<file path="config.mk">
export PLATFORM = sky130hd
export DESIGN_NAME = acs_exec
export DESIGN_NICKNAME = d
export VERILOG_FILES = /design/src/rtl/acs_pkg.sv /design/src/rtl/acs_exec.sv
export SDC_FILE = /design/constraint.sdc
export NUM_CORES = 1
export LEC_CHECK = 0
export BUFFER_PORTS_ARGS = -buffer_cell sky130_fd_sc_hd__buf_2
export CORE_ASPECT_RATIO = 0.8
export CORE_MARGIN = 1.5
export CORE_UTILIZATION = 55
export DETAILED_ROUTE_END_ITERATION = 7
export PLACE_DENSITY = 0.88
export SETUP_SLACK_MARGIN = 0.1
export SLEW_MARGIN = 20
export SYNTH_ARGS = -nofsm -noshare
export SYNTH_HDL_FRONTEND = slang
export SYNTH_SLANG_ARGS = --single-unit
</file>
<file path="constraint.sdc">
create_clock -name vclk -period 11.6
set_input_delay 1.74 -clock vclk [all_inputs]
set_output_delay 1.74 -clock vclk [all_outputs]
set_load 0.01 [all_outputs]
</file>
<file path="src/rtl/acs_pkg.sv">
`timescale 1ns / 1ps
// ----------------------------------------------------------------------------
// acs_pkg
// Shared widths, codes, types and a helper function of the accumulator CPU
// step unit.
// ----------------------------------------------------------------------------
package acs_pkg;

  // Field widths.
  localparam int DATA_W = 16;
  localparam int PC_W   = 12;
  localparam int MS_W   = 13;
  localparam int CMD_W  = 2;

  // Default number of memory words.
  localparam int MEM_WORDS_DEF = 4096;

  // Reset value of the memory size register.
  localparam logic [MS_W-1:0] MEM_SIZE_RST = 13'd4096;

  // Configuration register word index (paddr bit 2).
  localparam logic CFG_MEM_SIZE = 1'b0;

  // Item commands.
  typedef enum logic [CMD_W-1:0] {
    CMD_WRITE = 2'd0,
    CMD_READ  = 2'd1,
    CMD_EXEC  = 2'd2,
    CMD_NOP   = 2'd3
  } cmd_e;

  // Instruction opcodes (top nibble); other codes do nothing.
  typedef enum logic [3:0] {
    OP_NOP  = 4'h0,
    OP_LDA  = 4'h1,
    OP_STA  = 4'h2,
    OP_JMP  = 4'h3,
    OP_JNZ  = 4'h4,
    OP_RET  = 4'h5,
    OP_ARIT = 4'h6,
    OP_HALT = 4'hF
  } op_e;

  // Arithmetic operations.
  typedef enum logic [2:0] {
    ALU_ONES = 3'd0,
    ALU_ZERO = 3'd1,
    ALU_NOT  = 3'd2,
    ALU_AND  = 3'd3,
    ALU_OR   = 3'd4,
    ALU_XOR  = 3'd5,
    ALU_ADD  = 3'd6,
    ALU_SUB  = 3'd7
  } alu_e;

  // Register select codes; the remaining codes are unused.
  localparam logic [2:0] REG_A = 3'd0;
  localparam logic [2:0] REG_B = 3'd1;
  localparam logic [2:0] REG_C = 3'd2;
  localparam logic [2:0] REG_D = 3'd3;
  localparam logic [2:0] REG_R = 3'd6;

  // Control states of the item sequencer.
  typedef enum logic [1:0] {
    ST_IDLE = 2'd0,
    ST_ITEM = 2'd1,
    ST_LOAD = 2'd2
  } state_e;

  // Architectural register set.
  typedef struct packed {
    logic [DATA_W-1:0] acc;
    logic [DATA_W-1:0] b;
    logic [DATA_W-1:0] c;
    logic [DATA_W-1:0] d;
    logic [DATA_W-1:0] link;
  } regs_t;

  // Outcome of one decoded instruction, handed from the execute unit.
  typedef struct packed {
    regs_t             regs;
    logic [PC_W-1:0]   pc;
    logic              stop;
    logic              ld;
    logic              st;
    logic              tgt_rng;
    logic [PC_W-1:0]   tgt;
  } ex_t;

  // A new program counter at or above the effective size wraps to zero.
  function automatic logic [PC_W-1:0] fit_pc(logic [DATA_W-1:0] v,
                                             logic [MS_W-1:0]   eff);
    logic [PC_W-1:0] r;
    if ({3'b000, eff} <= v) begin
      r = '0;
    end else begin
      r = v[PC_W-1:0];
    end
    return r;
  endfunction

endpackage

</file>
<file path="src/rtl/acs_exec.sv">
`timescale 1ns / 1ps
// ----------------------------------------------------------------------------
// acs_exec
// Decodes one fetched instruction and computes the next register set,
// program counter and memory request.
// ----------------------------------------------------------------------------
module acs_exec #(
  parameter int MEM_WORDS = acs_pkg::MEM_WORDS_DEF
) (
  input  logic [acs_pkg::DATA_W-1:0] ins_i,
  input  logic [acs_pkg::PC_W-1:0]   pc_i,
  input  acs_pkg::regs_t             regs_i,
  input  logic                       stop_i,
  input  logic [acs_pkg::MS_W-1:0]   eff_i,
  output acs_pkg::ex_t               ex_o
);

  logic [acs_pkg::MS_W-1:0]   nxt;
  logic [acs_pkg::DATA_W-1:0] pc_new;
  logic [acs_pkg::DATA_W-1:0] x;
  logic [acs_pkg::DATA_W-1:0] y;
  logic [acs_pkg::DATA_W-1:0] res;
  acs_pkg::regs_t             regs;

  // Register read by select code; unused codes read zero.
  function automatic logic [acs_pkg::DATA_W-1:0] reg_rd(logic [2:0] code,
                                                        acs_pkg::regs_t r);
    logic [acs_pkg::DATA_W-1:0] v;
    v = '0;
    if (code == acs_pkg::REG_A) v = r.acc;
    if (code == acs_pkg::REG_B) v = r.b;
    if (code == acs_pkg::REG_C) v = r.c;
    if (code == acs_pkg::REG_D) v = r.d;
    if (code == acs_pkg::REG_R) v = r.link;
    return v;
  endfunction

  // Arithmetic operands and result.
  always_comb begin
    x = reg_rd(ins_i[5:3], regs_i);
    y = ins_i[2] ? reg_rd({1'b0, ins_i[1:0]}, regs_i) : '0;
    unique case (acs_pkg::alu_e'(ins_i[11:9]))
      acs_pkg::ALU_ONES: res = '1;
      acs_pkg::ALU_ZERO: res = '0;
      acs_pkg::ALU_NOT:  res = ~x;
      acs_pkg::ALU_AND:  res = x & y;
      acs_pkg::ALU_OR:   res = x | y;
      acs_pkg::ALU_XOR:  res = x ^ y;
      acs_pkg::ALU_ADD:  res = x + y;
      acs_pkg::ALU_SUB:  res = x - y;
      default:           res = '0;
    endcase
  end

  // Opcode decode and next program counter.
  always_comb begin
    nxt    = {1'b0, pc_i} + 13'd1;
    pc_new = 16'(nxt);
    regs   = regs_i;
    ex_o   = '0;
    ex_o.stop = stop_i;
    unique case (acs_pkg::op_e'(ins_i[15:12]))
      acs_pkg::OP_LDA: ex_o.ld = 1'b1;
      acs_pkg::OP_STA: ex_o.st = 1'b1;
      acs_pkg::OP_JMP: begin
        regs.link = 16'(nxt);
        pc_new    = {4'h0, ins_i[11:0]};
      end
      acs_pkg::OP_JNZ: begin
        regs.link = 16'(nxt);
        if (regs_i.acc != '0) pc_new = {4'h0, ins_i[11:0]};
      end
      acs_pkg::OP_RET: pc_new = regs_i.link;
      acs_pkg::OP_ARIT: begin
        // Writes to unused destination codes are dropped.
        if (ins_i[8:6] == acs_pkg::REG_A) regs.acc  = res;
        if (ins_i[8:6] == acs_pkg::REG_B) regs.b    = res;
        if (ins_i[8:6] == acs_pkg::REG_C) regs.c    = res;
        if (ins_i[8:6] == acs_pkg::REG_D) regs.d    = res;
        if (ins_i[8:6] == acs_pkg::REG_R) regs.link = res;
      end
      acs_pkg::OP_HALT: ex_o.stop = 1'b1;
      default: ;
    endcase
    ex_o.regs    = regs;
    ex_o.pc      = acs_pkg::fit_pc(pc_new, eff_i);
    ex_o.tgt     = ins_i[11:0];
    ex_o.tgt_rng = ({1'b0, ins_i[11:0]} < 13'(MEM_WORDS));
  end

endmodule

</file>
# --- Word level (Yosys, flattened, before mapping) ---
# Cells that the tools add are included.
op_classes:
  muxes: 24
  n_reduce_logical: 6
  eq_ne: 25
  n_addsub: 3
  n_bitwise: 4
  n_lt_le_gt_ge: 1
ops:
  columns: ["operator", "count"]
  rows:
  - ["16-bit two-way mux", 15]
  - ["16-bit case mux with 8 select lines", 1]
  - ["64-bit two-way mux", 1]
  - ["16-bit case mux with 3 select lines", 1]
  - ["16-bit case mux with 2 select lines", 1]
  - ["3-bit by 2-bit == test with 1-bit output (second input constant)", 6]
  - ["3-bit == test (second input constant)", 6]
  - ["16-bit adder", 1]
  - ["16-bit AND", 1]
  - ["13-bit by 16-bit <= comparator with 1-bit output", 1]
  - ["16-bit inverter", 1]
  - ["16-bit OR", 1]
  - ["16-bit nonzero test", 1]
  - ["16-bit subtractor", 1]
  - ["16-bit bitwise XOR", 1]
  - ["12-bit by 1-bit adder with 13-bit output (second input constant)", 1]
  - ["13-bit two-way mux", 1]
  - ["4-bit by 3-bit == test with 1-bit output (second input constant)", 3]
  - ["12-bit two-way mux", 1]
  - ["3-bit by 1-bit == test with 1-bit output (second input constant)", 3]
  - ["3-bit logical NOT", 3]
  - ["4-bit by 2-bit == test with 1-bit output (second input constant)", 2]
  - ["2-bit == test (second input constant)", 2]
  - ["4-bit by 1-bit == test with 1-bit output (second input constant)", 1]
  - ["5 further kinds", 7]
word_totals:
  inputBits: 122
  reg_bits: 0
  wordCells: 63
  output_inout_bits: 108

# --- Logic depth before layout (Yosys ltp) ---
# Gate-level depths: netlist of run 1.
logic_depth:
  depth_word: 10
  depth_mapped: 17
  depth_no_buf: 15

# --- Worst setup path before layout of run 1 ---
# Ideal clock, no wire load.
synth_timing:
  kind: "input to output"
  startpoint: "input ins_i[5] (netlist bit)"
  endpoint: "output ex_o[52] (netlist bit)"
  path_stages: 16
  t_required_ps: 9860
  n_path_buf: 2
  setup_slack_ps: 4796
  arrival_time_ps: 5064
  path_cell_list: "clkbuf_1 > nor2b_1 > clkbuf_1 > a22oi_1 > o22ai_1 > inv_1 > ha_1 > fa_1 > nor2b_1 > o21ai_0 > a21boi_0 > or2_2 > o21ai_0 > xnor2_1 > a211oi_1 > o21ai_0"
synth_rtl:
  columns: ["element", "line", "source"]
  rows:
  - ["start: declaration", "acs_exec.sv:10", "input logic [acs_pkg::DATA_W-1:0] ins_i,"]
  - ["end: declaration", "acs_exec.sv:15", "output acs_pkg::ex_t ex_o"]

==> metrics.md, run 1 <==
| Metric | Value |
|---|---|
| Antenna cells | 0 |
| CP startpoint kind | input port |
| Hold Path Sink | ex_o[15] |
| Register area | 0 um^2 |
| Synthesized area | 5160 um^2 |
| Final wirelength | 21200 um |
| Footprint of the multi-input gates | 4730 um^2 |
| Net count reported at finish | 1098 |
| First-pass GRT wire length | 33100 um |
| Number of global-route vias before repair | 6110 |
| Peak VDD IR | 0.0337 mV |
| Min Clock Period, post-route | 8.40 ns |
| Core box area | 9080 um^2 |
| Syn avg cell area | 6.99 um^2 |
| Die footprint | 9980 um^2 |
| Data required time of the critical path | 9.86 ns |
| Via/cell ratio | 6.69 |
| Critical Path End Type | output pin |
| Hold_buf cts | 0 |
| Final Wtd Congestion | 1.04 |
| Gr ovfl total | 0 |
| WHS Path Cells | 3 |
| Via count | 6866 |
| Initial antenna violation count | 0 |
| Worst Max-Slew Pin Slew | 1.17 ns |
| Die width | 111 um |
| Fillers | 833 |
| Setup Buffers After CTS | 0 |
| Setup-failing EPs final | 0 |
| Status | finished clean |
| Share of post-route cells with drive strength above 1 | 31.9% |
| I/O pin cnt | 230 |
| Fin. max-slew vios | 0 |
| Die height | 89.6 um |
| Hold slack final | 3.76 ns |
| Post-DP HPWL | 17000 um |
| Fmax | 119 MHz |
| CP Max Fanout | 23 |
| # clk buffers | 0 |
| Final core utilization | 68.4% |
| Hold Vio Cnt, Final | 0 |
| Setup TNS | 0 ns |
| Number of synthesis warnings | 0 |
| Post-DRT Antenna Nets | 0 |
| FFs & Latches | 0 |
| Row cnt | 31 |
| Initial Util | 56.9% |
| Netlist cell types | 64 |
| Worst Hold Launch | stop_i |
| RSZ-0062 raised after global routing | false |
| Leak pwr | 3.07 nW |
| WP data arrival | 6.66 ns |
| DRC | 0 |
| Cells after Synth | 738 |
| Seq/Total Area, Yosys | 0% |
| Worst Setup SP | ins_i[3] |
| Relative slew margins | 21.3% |
| First-pass detailed-route iteration total | 5 |
| Layout area overhead | 20.3% |
| Crit Path Class | input port to output pin |
| Min-delay worst type | input port to output pin |
| Wirelength per Cell | 20.7 um |
| PortBufs | 229 |
| Initial DRC Count | 845 |
| Syn Nets | 923 |
| PwrDens | 57.4 nW/um^2 |
| Largest net degree at the start of global routing | 29 |
| PostCTS Resize Cnt | 0 |
| Final cycle utilization of the critical path | 72.4% |
| Max_cap viols | 0 |
| Gr usage total | 41.5% |
-- worst max-delay path, cell delays in order --
cell and delay (ns):
buf_2 0.39, nor2b_1 0.69, a21oi_1 0.15, o22ai_1 0.30, inv_1 0.12, ha_1 0.26, fa_1 0.46, nor2b_1 0.13
o21ai_0 0.11, a21boi_0 0.44, or2_2 0.21, o21ai_0 0.12, xnor2_1 0.15, a211oi_1 0.97, o21ai_0 0.21, buf_2 0.19
-- where the power goes --
| group | internal, mW | total (mW) | switching [mW] |
|---|---|---|---|
| clock | 0 | 0 | 0 |
| sequential | 0 | 0 | 0 |
| combinational | 0.143 | 0.356 | 0.213 |
| total | 0.143 | 0.356 | 0.213 |
-- area by class of cell --
cell class / instances / share of cell area, %
well taps: 115 / 2.32
inverters: 43 / 2.60
multi-input cells: 635 / 76.1
repair buffers: 233 / 18.9
-- per-stage QoR --
| step | cells | cell area [um^2] | setup slack, ns | power, mW |
|---|---|---|---|---|
| floorplan | 738 | 5160 | 4.80 | 0.234 |
| global placement | 1026 | 6200 | 3.60 | 0.340 |
| detailed placement | 1026 | 6200 | 3.36 | 0.345 |
| CTS | 1026 | 6200 | 3.35 | 0.347 |
| global route | 1026 | 6210 | 2.73 | 0.389 |
| finish | 1026 | 6210 | 3.20 | 0.356 |
-- layout by cell type (no fill, tap or decap), drive strengths merged, types with 8 or more instances in the layout --
| cell | n |
|---|---|
| nand2 | 66 |
| o21ai | 44 |
| xnor2 | 23 |
| nor3 | 8 |
| o22a | 8 |
| xor2 | 11 |
| mux4 | 19 |
| nand3 | 11 |
| a21oi | 76 |
| nor2b | 12 |
| o22ai | 16 |
| a22oi | 15 |
| a221o | 9 |
| inv | 43 |
| mux2 | 38 |
| nor2 | 97 |
| nand2b | 8 |
| o221ai | 11 |
| a221oi | 11 |
| and3 | 8 |
| mux2i | 17 |
| ha | 62 |
| buf | 233 |
-- metal layers --
| layer | vias to the layer above | track usage [%] | wire, um |
|---|---|---|---|
| met5 | - | 0 | 0 |
| met4 | 0 | 11.4 | 648 |
| met3 | 65 | 5.03 | 2810 |
| met2 | 564 | 71.7 | 9570 |
| met1 | 3163 | 55.7 | 8220 |
| li1 | 3074 | - | - |
-- cell usage after synthesis (7+ instances only) --
cell / number / area share, %
buf_4: 13 / 1.9
o221ai_1: 11 / 1.9
a221o_1: 9 / 1.7
inv_1: 43 / 3.1
o22ai_1: 16 / 1.9
a221oi_1: 11 / 1.9
nand3_1: 11 / 1.1
xor2_1: 11 / 1.9
a22oi_1: 15 / 2.2
mux4_1: 8 / 4.1
a21oi_1: 76 / 7.4
clkbuf_1: 39 / 2.8
mux2_2: 38 / 8.3
and3_1: 8 / 0.97
ha_1: 62 / 15
mux4_2: 11 / 4.8
xnor2_1: 23 / 3.9
mux2i_1: 17 / 3.3
nor3_1: 8 / 0.78
nand2_1: 66 / 4.8
o22a_1: 8 / 1.4
o21ai_0: 40 / 3.9
nor2_1: 97 / 7.1
nor2b_1: 12 / 1.5
nand2b_1: 8 / 0.97
o21a_1: 7 / 1.0
-- worst max-delay path by stage --
| stage | end | slack [ns] |
|---|---|---|
| 2_1_floorplan | ex_o[52] | 4.80 |
| 3_3_place_gp | ex_o[52] | 3.60 |
| 3_5_place_dp | ex_o[36] | 3.36 |
| 4_1_cts | ex_o[52] | 3.35 |
| 5_1_grt | ex_o[52] | 2.73 |
| 6_report | ex_o[52] | 3.20 |
-- cells by family (layout without fill, tap and decap cells) --
kind of cell,count (synthesis),count (layout),synth area share [%]
buffers and inverters,103,276,8.70
XOR/XNOR,34,34,5.77
adder cells (fa/ha/maj),63,63,15.4
AND/OR/NAND/NOR,234,234,20.3
multiplexers,74,74,20.5
other,1,1,0.0727
AO/OA/AOI/OAI,229,229,29.3
Note: power is estimated with default switching activity, not from simulation.
==> inputs of run 2 (changes only) <==
- ABC_AREA: default -> 1
- CORE_UTILIZATION: 55 -> 47
- PLACE_DENSITY: 0.88 -> 0.78
- clock period: 11.6 -> 7.65 ns (I/O delays scaled with it)
==> run 2 against run 1 <==
  * Die area rose by 27%
  * Design area rose by 8.8%
  * Power rose by 51%
  * Sequential cell count did not move
  * Critical endpoint is now ex_o[42]
  * Largest power group unchanged
==> metrics.md, run 2 <==
| Metric | Value |
|---|---|
| Via count | 8135 (+18%) |
| Layout area overhead | 20.2% (about the same) |
| Post-DP Area | 6740 um^2 (+8.7%) |
| Relative slew margins | 30.6% (+9.3 points) |
| Final Wtd Congestion | 1.01 (-2.4%) |
| Peak VDD IR | 0.0312 mV (-7.6%) |
| CP Max Fanout | 27 (+17%) |
| Initial Util | 48.6% (-8.3 points) |
| Status | finished clean |
| Die footprint | 12600 um^2 (+27%) |
| Top cell family by delay on the critical path | simple AND/OR/NAND/NOR gates |
| Net count reported at finish | 1444 (+32%) |
| First-pass GRT wire length | 37700 um (+14%) |
| Worst path slowest cell | o21bai_1 |
| Crit Path Class | input port to output pin |
| Post-DP HPWL | 20400 um (+20%) |
| Final wirelength | 24300 um (+14%) |
| Register area | 0 um^2 (unchanged) |
| Largest net degree at the start of global routing | 28 (-3.4%) |
| PostCTS Resize Cnt | 0 (unchanged) |
| Syn avg cell area | 5.26 um^2 (-25%) |
| Most frequent cells in the layout | nand2_1 (238), buf_2 (229), inv_1 (203) |
| Number of global-route vias before repair | 7333 (+20%) |
| Fin. max-slew vios | 0 (unchanged) |
| Row cnt | 35 (+13%) |
| Final core utilization | 58.4% (-10 points) |
| Setup TNS | 0 ns (unchanged) |
| Fmax | 150 MHz |
| Initial DRC Count | 910 (+7.7%) |
| Synth top area cells | nand2_1 (16%), ha_1 (14%), inv_1 (14%) |
| Core box area | 11600 um^2 (+27%) |
| Share of post-route cells with drive strength above 1 | 22.0% (-9.9 points) |
| FFs & Latches | 0 (unchanged) |
| Most numerous cell in the Yosys netlist | nand2_1 |
| Post-synth top cells | nand2_1 (238), inv_1 (203), nor2_1 (84), o21ai_0 (78), nand3_1 (65) |
| Final cycle utilization of the critical path | 87.4% |
| Gr ovfl total | 0 (unchanged) |
| Number of synthesis warnings | 0 (unchanged) |
| Critical Path End Type | output pin |
| Synthesized area | 5620 um^2 (+8.9%) |
| Initial antenna violation count | 0 (unchanged) |
| Die width | 125 um (+13%) |
| Cells after Synth | 1067 (+45%) |
| DRC | 0 (unchanged) |
| Antenna cells | 0 (unchanged) |
| Hold Vio Cnt, Final | 0 (unchanged) |
| Post-DRT Antenna Nets | 0 (unchanged) |
| Min-delay worst type | input port to output pin |
| RSZ-0062 raised after global routing | false |
| Leak pwr | 4.15 nW (+35%) |
| Most used cell, CP | nand2_1 |
| Seq/Total Area, Yosys | 0% (unchanged) |
| Top cell type's share of synthesized area | 15.9% (+0.87 points) |
| Leading cell type in the layout, fill and taps excluded | nand2_1 |
| # clk buffers | 0 (unchanged) |
| PwrDens | 79.8 nW/um^2 (+39%) |
| I/O pin cnt | 230 (unchanged) |
| Max_cap viols | 0 (unchanged) |
| Slowest stage delay, CP | 0.44 ns (-0.53 ns) |
| Design Area, Final | 6750 um^2 (+8.8%) |
| Netlist cell types | 49 (-23%) |
| PortBufs | 229 (unchanged) |
| Syn Nets | 1252 (+36%) |
| CP startpoint kind | input port |
| Die height | 101 um (+12%) |
| Via/cell ratio | 5.79 (-13%) |
| Fillers | 1285 (+54%) |
| Min Clock Period, post-route | 6.69 ns |
| First-pass detailed-route iteration total | 7 (+2) |
| Worst path bufs/invs | 6 (+3) |
| Data required time of the critical path | 6.50 ns (-3.36 ns) |
| Gr usage total | 37.0% (-4.4 points) |
| Yosys top cell by area | nand2_1 |
| Worst Max-Slew Pin Slew | 1.04 ns (-0.136 ns) |
| WP data arrival | 5.54 ns (-1.12 ns) |
| Setup Buffers After CTS | 0 (unchanged) |
| Wirelength per Cell | 17.3 um (-16%) |
| Setup-failing EPs final | 0 (unchanged) |
| Hold_buf cts | 0 (unchanged) |
run 2: changes by cell type in the layout (fill, tap and decap cells not counted), sizes merged, moves of 21 or more:
cell	previous run	this run
o21ai	44	121
nand2	66	246
xnor2	23	2
inv	43	219
mux2	38	0
nand3	11	68
run 2: logic make-up after synthesis:
group           Yosys count  share of synthesized area, %
compound gates          274                          28.8
xor+xnor                 22                          3.43
fa+ha+maj                63                          14.2
buf+inv                 267                          19.4
mux                       6                          1.07
other cells               1                        0.0668
simple gates            434                          33.1
run 2: metrics by stage:
stage | std cells | power [mW] | setup WS (ns) | hold slack [ns]
global placement | 1405 | 0.516 | 1.27 | 2.54
global route | 1405 | 0.592 | 0.655 | 2.56
detailed placement | 1405 | 0.520 | 1.16 | 2.55
CTS | 1405 | 0.523 | 1.15 | 2.55
floorplan | 1067 | 0.343 | 2.30 | 2.35
finish | 1405 | 0.539 | 0.964 | 2.54
run 2: routing by layer:
| layer | routed length [um] | GRT usage, % | vias up |
|---|---|---|---|
| met4 | 653 | 10.3 | 0 |
| met3 | 3370 | 5.15 | 51 |
| met5 | 0 | 0 | - |
| li1 | - | - | 3876 |
| met1 | 9930 | 50.9 | 3590 |
| met2 | 10400 | 60.9 | 618 |
run 2: area by class of cell:
| type | instances | area [um^2] | area share [%] |
|---|---|---|---|
| inverter | 222 | 833 | 12.3 |
| multi-input combinational | 800 | 4540 | 67.3 |
| tap | 148 | 185 | 2.74 |
| timing repair buffer | 235 | 1190 | 17.6 |
run 2: report_power, final:
part           leakage (nW)  switching, mW  total (mW)  internal [mW]
Sequential                0              0           0              0
Combinational          4.15          0.358       0.539          0.181
Clock                     0              0           0              0
Total                  4.15          0.358       0.539          0.181
run 2: worst paths after layout:
check / slack [ns] / cells after the start / endpoint / start
setup / recovery: 0.96 / 27 / ex_o[42] / ins_i[1]
hold / removal: 2.54 / 2 / ex_o[7] / ins_i[7]
==> inputs of run 3 (changes only) <==
==> constraint.sdc (replaced) <==
create_clock -name vclk -period 7.65
set_input_delay 1.53 -clock vclk [all_inputs]
set_output_delay 1.53 -clock vclk [all_outputs]
set_load 0.01 [all_outputs]
==> run 3 against run 2 <==
  * Design area grew 0.43%
  * Wire length down 0.78%
  * Non-clock buffer count rose by 2
==> metrics.md, run 3 (synthesized netlist as in run 2, its figures left out) <==
| Metric | Value |
|---|---|
| Data required time of the critical path | 6.12 ns (-0.38 ns) |
| Worst Max-Slew Pin Slew | 1.01 ns (-0.0311 ns) |
| Initial Util | 48.6% (unchanged) |
| Row cnt | 35 (unchanged) |
| Leading cell type in the layout, fill and taps excluded | nand2_1 |
| Fin. max-slew vios | 0 (unchanged) |
| Largest net degree at the start of global routing | 28 (unchanged) |
| WP data arrival | 5.66 ns (+0.12 ns) |
| Worst path slowest cell | clkbuf_4 |
| Pre-CTS WS | 0.270 ns (-0.888 ns) |
| CP startpoint kind | input port |
| Gr usage total | 36.5% (-0.56 points) |
| CP Max Fanout | 27 (unchanged) |
| Relative slew margins | 32.7% (+2.1 points) |
| Gr ovfl total | 0 (unchanged) |
| Post-DP HPWL | 20500 um (+0.32%) |
| Number of global-route vias before repair | 7160 (-2.4%) |
| Register area | 0 um^2 (unchanged) |
| Initial antenna violation count | 0 (unchanged) |
| Pwr Total | 538 uW (-0.13%) |
| Die height | 101 um (unchanged) |
| Min Clock Period, post-route | 7.19 ns (+0.508 ns) |
| Setup TNS | 0 ns (unchanged) |
| Via count | 8127 (-0.098%) |
| Final Wtd Congestion | 1.04 (+2.7%) |
| Hold Vio Cnt, Final | 0 (unchanged) |
| RSZ-0062 raised after global routing | false |
| Core box area | 11600 um^2 (unchanged) |
| Die width | 125 um (unchanged) |
| Share of post-route cells with drive strength above 1 | 22.2% (+0.20 points) |
| PortBufs | 229 (unchanged) |
| Fmax | 139 MHz (-7.1%) |
| Initial DRC Count | 1024 (+13%) |
| Die footprint | 12600 um^2 (unchanged) |
| DRC | 0 (unchanged) |
| Layout area overhead | 20.7% |
| Net count reported at finish | 1446 (+0.14%) |
| Slowest stage delay, CP | 0.34 ns (-0.10 ns) |
| FFs & Latches | 0 (unchanged) |
| Wirelength per Cell | 17.1 um (-0.92%) |
| Status | finished clean |
| Fillers | 1281 (-0.31%) |
| Via/cell ratio | 5.78 (-0.24%) |
| Post-route setup slack | 0.456 ns (-0.508 ns) |
| Most used cell, CP | nand2_1 |
| Final wirelength | 24100 um (-0.78%) |
| Setup-failing EPs final | 0 (unchanged) |
| Post-DRT Antenna Nets | 0 (unchanged) |
| First-pass GRT wire length | 37100 um (-1.8%) |
| I/O pin cnt | 230 (unchanged) |
| Min-delay worst type | input port to output pin |
| Final cycle utilization of the critical path | 94.0% (+6.6 points) |
| Max_cap viols | 0 (unchanged) |
| Peak VDD IR | 0.0417 mV (+34%) |
| Most frequent cells in the layout | nand2_1 (238), buf_2 (227), inv_1 (203) |
| Leak pwr | 4.17 nW (+0.36%) |
| # clk buffers | 0 (unchanged) |
| PwrDens | 79.4 nW/um^2 (-0.55%) |
| Setup Buffers After CTS | 0 (unchanged) |
| First-pass detailed-route iteration total | 5 (-2) |
| Hold_buf cts | 0 (unchanged) |
| Antenna cells | 0 (unchanged) |
| Crit Path Class | input port to output pin |
| Critical Path End Type | output pin |
## run 3: power breakdown
| part | internal [mW] | switching [mW] |
|---|---|---|
| clock network | 0 | 0 |
| registers | 0 | 0 |
| logic | 0.182 | 0.356 |
## run 3: path summary, 6_finish.rpt
check / startpoint / to / slack [ns] / depth (start not counted)
setup / recovery: ins_i[1] / ex_o[42] / 0.46 / 27
hold / removal: ins_i[7] / ex_o[7] / 3.32 / 2
## run 3: layout make-up
cell class                      count  area (um^2)  area share [%]
Inverter                          222          833            12.3
Multi-Input combinational cell    800         4550            67.1
Tap cell                          148          185            2.73
Timing Repair Buffer              237         1210            17.9
## run 3: metal layers
layer  share of wire (%)  wire, um  up-vias  global-route usage, %
met3                  13      3150       55                   5.31
met4                 3.3       787        0                   11.1
met2                  42     10200      559                   58.9
met5                   0         0        -                      0
met1                  41      9940     3613                   50.4
li1                    -         -     3900                      -
## run 3: through the flow
| stage | hold WS [ns] | std cells | util [%] | instance area, um^2 |
|---|---|---|---|---|
| 3_3_place_gp | 3.31 | 1407 | 58.4 | 6750 |
| 2_1_floorplan | 3.11 | 1067 | - | 5620 |
| 5_1_grt | 3.32 | 1407 | 58.7 | 6780 |
| 6_report | 3.32 | 1407 | 58.7 | 6780 |
| 3_5_place_dp | 3.31 | 1407 | 58.5 | 6760 |
| 4_1_cts | 3.31 | 1407 | 58.5 | 6760 |
## run 3: worst max-delay path: cells and delay by family
family                     cells  cell delay, ns
xor gates and xnor gates       1            0.18
buffers and inverters          6            0.83
AOI/OAI and AO/OA              5            1.02
adders and majority gates      2            0.52
and+or+nand+nor               13            1.58
## run 3: repair_timing
action / 4_1_cts / 5_1_grt
resized for setup: 0 / 5
setup endpoints to repair: 0 / 17
endpoints found under the hold margin: 0 / 0
